$ cat src/rtl/core/ghp_pkg.sv
// Types and constants for the gzip header parser.
// No dependencies; imported by the parser and its checker.
`default_nettype none

package ghp_pkg;

  typedef enum logic [3:0] {
    PH_FIXED   = 4'd0,
    PH_XLO     = 4'd1,
    PH_XHI     = 4'd2,
    PH_EXTRA   = 4'd3,
    PH_NAME    = 4'd4,
    PH_COMMENT = 4'd5,
    PH_HLO     = 4'd6,
    PH_HHI     = 4'd7,
    PH_END     = 4'd8
  } phase_e;

  typedef enum logic [2:0] {
    ST_PARSING  = 3'd0,
    ST_DONE     = 3'd1,
    ST_SMALL    = 3'd2,
    ST_MAGIC    = 3'd3,
    ST_METHOD   = 3'd4,
    ST_RESERVED = 3'd5,
    ST_OVERRUN  = 3'd6
  } status_e;

  // optional-field stage to resume from
  typedef enum logic [2:0] {
    SG_EXTRA   = 3'd0,
    SG_NAME    = 3'd1,
    SG_COMMENT = 3'd2,
    SG_HCRC    = 3'd3,
    SG_END     = 3'd4
  } stage_e;

  typedef struct packed {
    phase_e  phase;
    status_e status;
  } enter_t;

  localparam logic [7:0]  MAGIC0       = 8'h1f;
  localparam logic [7:0]  MAGIC1       = 8'h8b;
  localparam logic [7:0]  METHOD_DEFL  = 8'd8;
  localparam logic [7:0]  FLG_RESERVED = 8'he0;
  localparam logic [31:0] MIN_SIZE     = 32'd18;
  localparam logic [31:0] TRAILER_LEN  = 32'd8;
  localparam int          FIXED_LEN    = 10;

  localparam int FLG_FHCRC    = 1;
  localparam int FLG_FEXTRA   = 2;
  localparam int FLG_FNAME    = 3;
  localparam int FLG_FCOMMENT = 4;

endpackage

`default_nettype wire

$ cat src/rtl/core/gzip_header_parser.sv
// gzip (RFC 1952) header parser: one byte in, one sticky status out.
// Depends on ghp_pkg.
//
//   channel | signals                                   | direction
//   --------+-------------------------------------------+----------
//   in      | in_valid_i/in_ready_o, data_byte_i, first_byte_i | request in
//   out     | out_valid_o/out_ready_i, status_o, payload_offset_o,
//           | header_flags_o                            | request out
//   cfg     | cfg_we_i, cfg_wdata_i (file size)         | write only
//
// One byte per cycle while the output is not stalled: the parse state and the
// result register update at the edge that accepts the byte, so the result shows in the next cycle.
// in_ready_o is high whenever the result register is empty or being drained.
// Reset (rst_ni low, async) restarts parsing and clears file size to zero.
// A stall on the output holds the result and blocks further input.
`default_nettype none

module gzip_header_parser
  import ghp_pkg::*;
#(
  parameter int OFFSET_BITS = 32
) (
  input  wire logic        clk_i,
  input  wire logic        rst_ni,
  input  wire logic        cfg_we_i,
  input  wire logic [31:0] cfg_wdata_i,
  input  wire logic        in_valid_i,
  output logic             in_ready_o,
  input  wire logic [7:0]  data_byte_i,
  input  wire logic        first_byte_i,
  output logic             out_valid_o,
  input  wire logic        out_ready_i,
  output logic [2:0]       status_o,
  output logic [31:0]      payload_offset_o,
  output logic [4:0]       header_flags_o
);

  localparam int CW = ((OFFSET_BITS > 32) ? OFFSET_BITS : 32) + 2;

  logic [31:0]            fsize_q;
  logic [OFFSET_BITS-1:0] off_q, off_d, cur_off, nxt_off;
  phase_e                 phase_q, phase_d, cur_phase;
  logic [4:0]             flags_q, flags_d, cur_flags;
  logic [15:0]            xrem_q, xrem_d, cur_xrem, xlen;
  status_e                st_q, st_d, cur_st;
  logic                   in_acc;
  logic [CW-1:0]          o_ext, lim_ext;
  enter_t                 ent;

  logic                   out_valid_q;
  logic [2:0]             status_q;
  logic [31:0]            poff_q;
  logic [4:0]             hflags_q;

  function automatic enter_t enter_stage(stage_e s, logic [4:0] flg,
                                         logic [CW-1:0] o, logic [CW-1:0] lim);
    enter_t r;
    r.phase  = PH_END;
    r.status = ST_PARSING;
    if (s <= SG_EXTRA && flg[FLG_FEXTRA]) begin
      if (o + CW'(2) > lim) r.status = ST_OVERRUN;
      else r.phase = PH_XLO;
    end else if (s <= SG_NAME && flg[FLG_FNAME]) begin
      if (o >= lim) r.status = ST_OVERRUN;
      else r.phase = PH_NAME;
    end else if (s <= SG_COMMENT && flg[FLG_FCOMMENT]) begin
      if (o >= lim) r.status = ST_OVERRUN;
      else r.phase = PH_COMMENT;
    end else if (s <= SG_HCRC && flg[FLG_FHCRC]) begin
      if (o + CW'(2) > lim) r.status = ST_OVERRUN;
      else r.phase = PH_HLO;
    end else begin
      r.status = (o > lim) ? ST_OVERRUN : ST_DONE;
    end
    return r;
  endfunction

  assign in_ready_o = !out_valid_q || out_ready_i;
  assign in_acc     = in_valid_i && in_ready_o;

  always_comb begin
    if (first_byte_i) begin
      cur_off   = '0;
      cur_phase = PH_FIXED;
      cur_flags = '0;
      cur_xrem  = '0;
      cur_st    = ST_PARSING;
    end else begin
      cur_off   = off_q;
      cur_phase = phase_q;
      cur_flags = flags_q;
      cur_xrem  = xrem_q;
      cur_st    = st_q;
    end
  end

  assign nxt_off = cur_off + OFFSET_BITS'(1);
  assign o_ext   = CW'(nxt_off);
  assign lim_ext = CW'(fsize_q - TRAILER_LEN);

  always_comb begin
    off_d   = cur_off;
    phase_d = cur_phase;
    flags_d = cur_flags;
    xrem_d  = cur_xrem;
    st_d    = cur_st;
    xlen    = {data_byte_i, cur_xrem[7:0]};
    ent     = enter_stage(SG_END, cur_flags, o_ext, lim_ext);
    if (cur_st == ST_PARSING) begin
      if (fsize_q < MIN_SIZE) begin
        st_d    = ST_SMALL;
        phase_d = PH_END;
      end else if (cur_off == '1) begin
        st_d    = ST_OVERRUN;
        phase_d = PH_END;
      end else begin
        off_d = nxt_off;
        case (cur_phase)
          PH_FIXED: begin
            if (cur_off == OFFSET_BITS'(0) && data_byte_i != MAGIC0) begin
              st_d = ST_MAGIC; phase_d = PH_END;
            end else if (cur_off == OFFSET_BITS'(1) && data_byte_i != MAGIC1) begin
              st_d = ST_MAGIC; phase_d = PH_END;
            end else if (cur_off == OFFSET_BITS'(2) && data_byte_i != METHOD_DEFL) begin
              st_d = ST_METHOD; phase_d = PH_END;
            end else if (cur_off == OFFSET_BITS'(3)
                         && (data_byte_i & FLG_RESERVED) != 8'd0) begin
              st_d = ST_RESERVED; phase_d = PH_END;
            end else begin
              if (cur_off == OFFSET_BITS'(3)) flags_d = data_byte_i[4:0];
              if (nxt_off >= OFFSET_BITS'(FIXED_LEN)) begin
                ent     = enter_stage(SG_EXTRA, flags_d, o_ext, lim_ext);
                phase_d = ent.phase;
                st_d    = ent.status;
              end
            end
          end
          PH_XLO: begin
            xrem_d  = {8'd0, data_byte_i};
            phase_d = PH_XHI;
          end
          PH_XHI: begin
            xrem_d = xlen;
            if (o_ext > lim_ext || CW'(xlen) > lim_ext - o_ext) begin
              st_d = ST_OVERRUN; phase_d = PH_END;
            end else if (xlen == 16'd0) begin
              ent     = enter_stage(SG_NAME, cur_flags, o_ext, lim_ext);
              phase_d = ent.phase;
              st_d    = ent.status;
            end else begin
              phase_d = PH_EXTRA;
            end
          end
          PH_EXTRA: begin
            xrem_d = cur_xrem - 16'd1;
            if (xrem_d == 16'd0) begin
              ent     = enter_stage(SG_NAME, cur_flags, o_ext, lim_ext);
              phase_d = ent.phase;
              st_d    = ent.status;
            end
          end
          PH_NAME, PH_COMMENT: begin
            if (data_byte_i == 8'd0) begin
              ent = enter_stage((cur_phase == PH_NAME) ? SG_COMMENT : SG_HCRC,
                                cur_flags, o_ext, lim_ext);
              phase_d = ent.phase;
              st_d    = ent.status;
            end else if (o_ext >= lim_ext) begin
              st_d = ST_OVERRUN; phase_d = PH_END;
            end
          end
          PH_HLO: phase_d = PH_HHI;
          PH_HHI: begin
            phase_d = ent.phase;
            st_d    = ent.status;
          end
          default: begin
            st_d = ST_OVERRUN; phase_d = PH_END;
          end
        endcase
      end
    end
  end

  always_ff @(posedge clk_i or negedge rst_ni) begin
    if (!rst_ni) begin
      fsize_q <= '0;
      off_q   <= '0;
      phase_q <= PH_FIXED;
      flags_q <= '0;
      xrem_q  <= '0;
      st_q    <= ST_PARSING;
    end else begin
      if (cfg_we_i) fsize_q <= cfg_wdata_i;
      if (in_acc) begin
        off_q   <= off_d;
        phase_q <= phase_d;
        flags_q <= flags_d;
        xrem_q  <= xrem_d;
        st_q    <= st_d;
      end
    end
  end

  always_ff @(posedge clk_i or negedge rst_ni) begin
    if (!rst_ni) begin
      out_valid_q <= 1'b0;
    end else if (in_acc) begin
      out_valid_q <= 1'b1;
    end else if (out_ready_i) begin
      out_valid_q <= 1'b0;
    end
  end

  always_ff @(posedge clk_i) begin
    if (in_acc) begin
      status_q <= st_d;
      poff_q   <= (st_d == ST_DONE) ? 32'(off_d) : 32'd0;
      hflags_q <= flags_d;
    end
  end

  assign out_valid_o      = out_valid_q;
  assign status_o         = status_q;
  assign payload_offset_o = poff_q;
  assign header_flags_o   = hflags_q;

endmodule

`default_nettype wire

$ cat config.mk
export PLATFORM = sky130hd
export DESIGN_NAME = gzip_header_parser
export DESIGN_NICKNAME = d
export VERILOG_FILES = /design/src/rtl/core/ghp_pkg.sv /design/src/rtl/core/gzip_header_parser.sv
export SDC_FILE = /design/constraint.sdc
export NUM_CORES = 1
export LEC_CHECK = 0
export ABC_AREA = 1
export BUFFER_PORTS_ARGS = -buffer_cell sky130_fd_sc_hd__buf_2
export CAP_MARGIN = 20
export CORE_MARGIN = 2
export CORE_UTILIZATION = 55
export CTS_CLUSTER_DIAMETER = 120
export DETAILED_ROUTE_END_ITERATION = 10
export PLACE_DENSITY = 0.74
export RECOVER_POWER = 25
export SLEW_MARGIN = 20
export SYNTH_ARGS = -nofsm -noshare
export SYNTH_HDL_FRONTEND = slang
export SYNTH_SLANG_ARGS = --single-unit
$ cat constraint.sdc
create_clock -name clk_i -period 9.8 [get_ports clk_i]
set_input_delay 0 -clock clk_i [delete_from_list [all_inputs] [get_ports clk_i]]
set_output_delay 0 -clock clk_i [all_outputs]
set_load 0.02 [all_outputs]
# Word level (Yosys, flattened, before mapping)
# Index checks and enable logic that the tools add are counted.
dict set report totals {
  register_bits 133
  latchBits 0
  mem_bits_rw 0
  mem_bits_ro 0
  inputBits 46
  output_inout_bits 42
  wordCells 143
  n_memories 0
}
dict set report op_classes {
  n_addsub 5
  multipliers 0
  n_div 0
  order_cmp 10
  eq_ne 15
  n_shift 0
  n_mux 81
  bitwise 0
  reduce_logical 22
}
# op count
set ops {}
lappend ops {{$mux W32} 4}
lappend ops {{$mux W5} 18}
lappend ops {{$mux W4} 21}
lappend ops {{$eq A32 B2 Y1 const B} 2}
lappend ops {{$mux W16} 4}
lappend ops {{$mux W3} 20}
lappend ops {{$mux W7} 8}
lappend ops {{$pmux W16 S3} 1}
lappend ops {{$ge A32 B34 Y1} 1}
lappend ops {{$gt A16 B34 Y1} 1}
lappend ops {{$gt A32 B34 Y1} 1}
lappend ops {{$gt A33 B34 Y1} 1}
lappend ops {{$sub A33 B33 Y34} 1}
lappend ops {{$add A32 B2 Y33 const B} 1}
lappend ops {{$sub A32 B4 Y33 const B} 1}
lappend ops {{$add A32 B1 Y32 const B} 1}
lappend ops {{$eq A32 B1 Y1 const B} 1}
lappend ops {{$eq A32 B32 Y1 const B} 1}
lappend ops {{$ge A32 B4 Y1 const B} 1}
lappend ops {{$logic_not A16 Y1} 2}
lappend ops {{$logic_not A32 Y1} 1}
lappend ops {{$lt A32 B5 Y1 const B} 1}
lappend ops {{$pmux W4 S6} 1}
lappend ops {{$pmux W3 S6} 1}
lappend ops {{other kinds (20)} 38}

# Longest topological paths before layout
dict set report depth {
  ltp_word 25
  ltp_mapped 50
  depth_no_buf 48
}

# Worst setup path after synthesis
# Ideal clock, no wire load.
dict set report synth_path {
  kind {input to register}
  from {input first_byte_i}
  to {register poff_q[16] (netlist: payload_offset_o[16]) (data pin)}
  setup_ns 0.150
  arrival_time_ns 4.864
  required_time_ns 9.650
  setup_slack_ns 4.786
  path_stages 44
  n_path_buf 3
  cell_sequence {inv_4 > buf_6 > buf_2 > nand2_1 > inv_1 > ha_1 > inv_1 > nand2_1 > nand2_1 > inv_1 > ha_1 > nand2_1 > nor2_1 > nand3_1 > nor3_1 > inv_1 > nor2_1 > nand2_1 > [... 8 more ...] > ha_1 > nand2_1 > nor4_1 > nand4_1 > nand2_1 > nand2_2 > nand2_4 > nand2_1 > nand2_1 > nand2_1 > nand3_2 > nand2_1 > nand2_1 > nand2_1 > a21oi_4 > nand3_4 > buf_6 > nor3_2}
}
dict set report synth_via {
  elab_chain_cells 25
  elab_cells_between_ends 87
  cone_classes {add/sub (4); order compare (9); eq/ne (12); mux (46); reduce/logical (16)}
}
# element line_no
set synth_rtl {}
lappend synth_rtl {{start, declared} gzip_header_parser.sv:30} ;# input wire logic first_byte_i,
lappend synth_rtl {{parallel branches: the longest is 25 deep, another holds $gt A33 B34 Y1} n/a}
lappend synth_rtl {{end signal, assigned} gzip_header_parser.sv:218} ;# poff_q <= (st_d == ST_DONE) ? 32'(off_d) : 32'd0;
lappend synth_rtl {{end, declared} gzip_header_parser.sv:52} ;# logic [31:0] poff_q;
# Several ways; the timed one is not identified. The select of a mux whose other input is x is not followed.
# A chain may end at the register's enable or synchronous reset.

# Final worst setup path
dict set report layout_path {
  from {input first_byte_i}
  to {register poff_q[28] (netlist: payload_offset_o[28]) (data pin)}
}
# The elaborated chain is that of the path after synthesis.

==> results.py <==
metrics = {
    "outcome": {
        "status": "finished with violations",
        "violations": "max-capacitance violations, max-slew violations",
    },
    "pwr": {
        "intPower_mw": 1.64,
        "p_sw_mw": 1.82,
        "power_frac_seq": 0.235,
        "vdd_drop_max_mv": 0.145,
        "leakage_nw": 7.92,
        "netSwitchingFraction": 0.525,
        "p_total_mw": 3.46,
        "power_density_nw_per_um2": 217,
        "comb_power_share": 0.576,
        "pwr-share-clk": 0.189,
    },
    "die": {
        "dieArea_um2": 27500,
        "ios": 88,
        "initial_utilization": 0.556,
        "core_um2": 25900,
        "die_w_um": 166,
        "std_cell_rows": 59,
        "die_h_um": 166,
    },
    "clocking": {
        "postCtsSetupBuffers": 0,
        "clk_latency_ns": 0.44,
        "cts_buffers": 17,
        "clk_path_buf_depth": 2,
        "root_buffer": "clkbuf_16",
        "cts_tree": "built",
        "cts_sinks": 133,
        "clk_pin_slew_worst_paths_ns": 0.07,
        "htreeDepth": 4,
    },
    "yosys": {
        "ys_warn_count": 0,
        "synth_edf_count": 40,
        "yosysUniqueCellTypes": 60,
        "synth_area_um2": 14400,
        "ys_seq_area_frac": 0.245,
        "syn_nets": 2369,
        "ys_ff_latch": 133,
        "ys_async_sr_fraction": 0.699,
        "synthFlopType": "dfrtp_1",
        "postSynthCellCount": 2203,
        "avgSynthCellArea_um2": 6.54,
    },
    "cells_and_area": {
        "nets": 2470,
        "multi_input_area_um2": 9300,
        "n_antenna_cell": 0,
        "area_growth_pct": 10.6,
        "seq_area_um2": 3530,
        "final_cells": 2652,
        "final_util": 0.615,
        "num-fill-cells": 2497,
        "fin_area_um2": 15900,
        "mostFrequentLayoutCells": "545 x nand2_1, 333 x inv_1, 261 x nor2_1",
        "drive_gt1_frac": 0.112,
        "final_common_cell": "nand2_1",
    },
    "timing": {
        "period_share": 0.706,
        "clock_skew_ns": 0.0171,
        "max_freq_mhz": 145,
        "setup_viol": 0,
        "finalHoldViolations": 0,
        "worst_pin_slew_ns": 2.53,
        "setup_tns_ns": 0,
        "whs_ns": 0.106,
        "relSlewSlack": -0.686,
        "final.setup.worst_slack_ns": 2.89,
        "grt_setup_unrepaired": "no",
        "post-route-min-period_ns": 6.91,
        "drv_slew": 103,
    },
    "placed_design": {
        "place_congestion": 1.04,
        "place_ws_ns": 2.66,
        "numPortBuffers": 87,
        "postPlaceCellArea_um2": 15000,
        "dp_hpwl_um": 37900,
        "placed_cells": 2586,
    },
    "routing": {
        "ant_nets": 0,
        "drc": 0,
        "first_pass_iters": 7,
        "vias_per_cell": 5.74,
        "routed_wl_um": 47700,
        "drt-initial-drc-count": 2022,
        "avgRoutedWirePerCell_um": 18.0,
        "num_vias": 15200,
    },
    "setup_path": {
        "slowest_stage": "buf_2",
        "cp.required_ns": 10.06,
        "cp_max_fo": 46,
        "slowest_delay_ns": 0.70,
        "cp.arrival_ns": 7.17,
        "endpoint_kind": "register",
        "critPathKind": "in2reg",
        "crit_family": "simple AND/OR/NAND/NOR gates",
        "cp-start-kind": "primary input",
        "cp_common_cell": "nand2_1",
        "cp_num_buf_inv": 6,
    },
    "global_routing": {
        "grt_max_degree": 91,
        "met1_usage": 0.510,
        "grt_pass1_vias": 14000,
        "track_usage": 0.343,
        "antenna_found_initial": 0,
        "grt_pass1_wl_um": 75500,
        "grtUsageMet2": 0.519,
        "use_met3": 0.0520,
        "overflow": 0,
        "busiest_layer": "met2",
    },
    "run": {
        "cap_viol_max_count": 2,
    },
    "worst_hold_path": {
        "min_path_type": "in2reg",
    },
}
==> cells in the mapped netlist (6+ instances only) <==
library cell	number	area share
nand3_1	104	0.036
a21o_1	7	0.0036
xnor2_1	14	0.0085
o21ai_0	193	0.067
nor3_2	34	0.024
a21oi_1	88	0.031
mux2_2	6	0.0047
nand2_1	546	0.14
nor2_2	23	0.010
xor2_1	56	0.034
edfxtp_1	40	0.083
nor4_1	15	0.0065
inv_2	12	0.0031
nand2_2	25	0.011
nor2_4	7	0.0055
inv_1	334	0.087
buf_6	7	0.0055
o22ai_1	12	0.0052
o211ai_1	7	0.0036
nor2_1	261	0.068
ha_1	119	0.10
o21bai_1	6	0.0031
nand4_1	50	0.022
dfrtp_1	93	0.16
nor3_1	40	0.014
clkbuf_1	29	0.0076
nand3_2	13	0.0090
==> power by group through the flow <==
stage / registers [mW] / clock network, mW / logic [mW]
after detailed placement: 0.816 / 0 / 1.92
final: 0.812 / 0.654 / 1.99
after global placement: 0.814 / 0 / 1.90
after floorplan: 0.825 / 0 / 1.41
after CTS: 0.809 / 0.659 / 1.94
after global routing: 0.828 / 0.677 / 2.21
==> tightest hold or removal path, cell delays in order <==
cell and delay, ns:
buf_2 0.18, nand2_1 0.09, o21ai_0 0.10, o21ai_0 0.08, nand2_1 0.06
==> final timing paths <==
check,startpoint,endpoint,slack [ns],depth (start not counted)
max,first_byte_i,payload_offset_o[28],2.89,41
min,data_byte_i[5],xrem_q[13],0.11,5
max reg2reg,off_q[0],payload_offset_o[28],3.23,37
min reg2reg,off_q[27],off_q[27],0.49,2
max in group asynchronous,rst_ni,xrem_q[14],7.09,3
min in group asynchronous,rst_ni,fsize_q[26],0.92,2
==> flip-flops by register name, summed over array words and instances, names as in the netlist <==
register,count
phase_q,4
out_valid_o,1
header_flags_o,5
fsize_q,32
xrem_q,16
off_q,32
st_q,3
flags_q,5
payload_offset_o,32
status_o,3
==> per-layer routing <==
layer	routed length, um	share of wire	up-vias
met4	1140	0.024	0
met2	20300	0.43	816
li1	-	-	7350
met3	4640	0.097	82
met1	21600	0.45	6980
met5	0	0	-
==> repair_timing <==
action	4_1_cts	5_1_grt
hold buffers	34	0
gates resized for setup	0	0
endpoints found under the hold margin	75	0
==> area by class of cell <==
cell class	count	area share
inverters	347	0.0819
multi-input cells	1678	0.584
flip-flops and latches	133	0.222
repair buffers	127	0.0510
clock buffers	17	0.0267
well taps	335	0.0263
clock inverters	15	0.00872
==> logic make-up (layout without fill, tap and decap cells) <==
kind of cell | count (synthesis) | after routing | share of synthesized area
simple gates | 1135 | 1135 | 0.359
buf+inv | 392 | 506 | 0.110
compound gates | 344 | 344 | 0.131
flops | 133 | 133 | 0.245
fa+ha+maj | 120 | 120 | 0.105
xor+xnor | 73 | 73 | 0.0460
mux | 6 | 6 | 0.00469
Note: power is estimated with default switching activity, not from simulation.
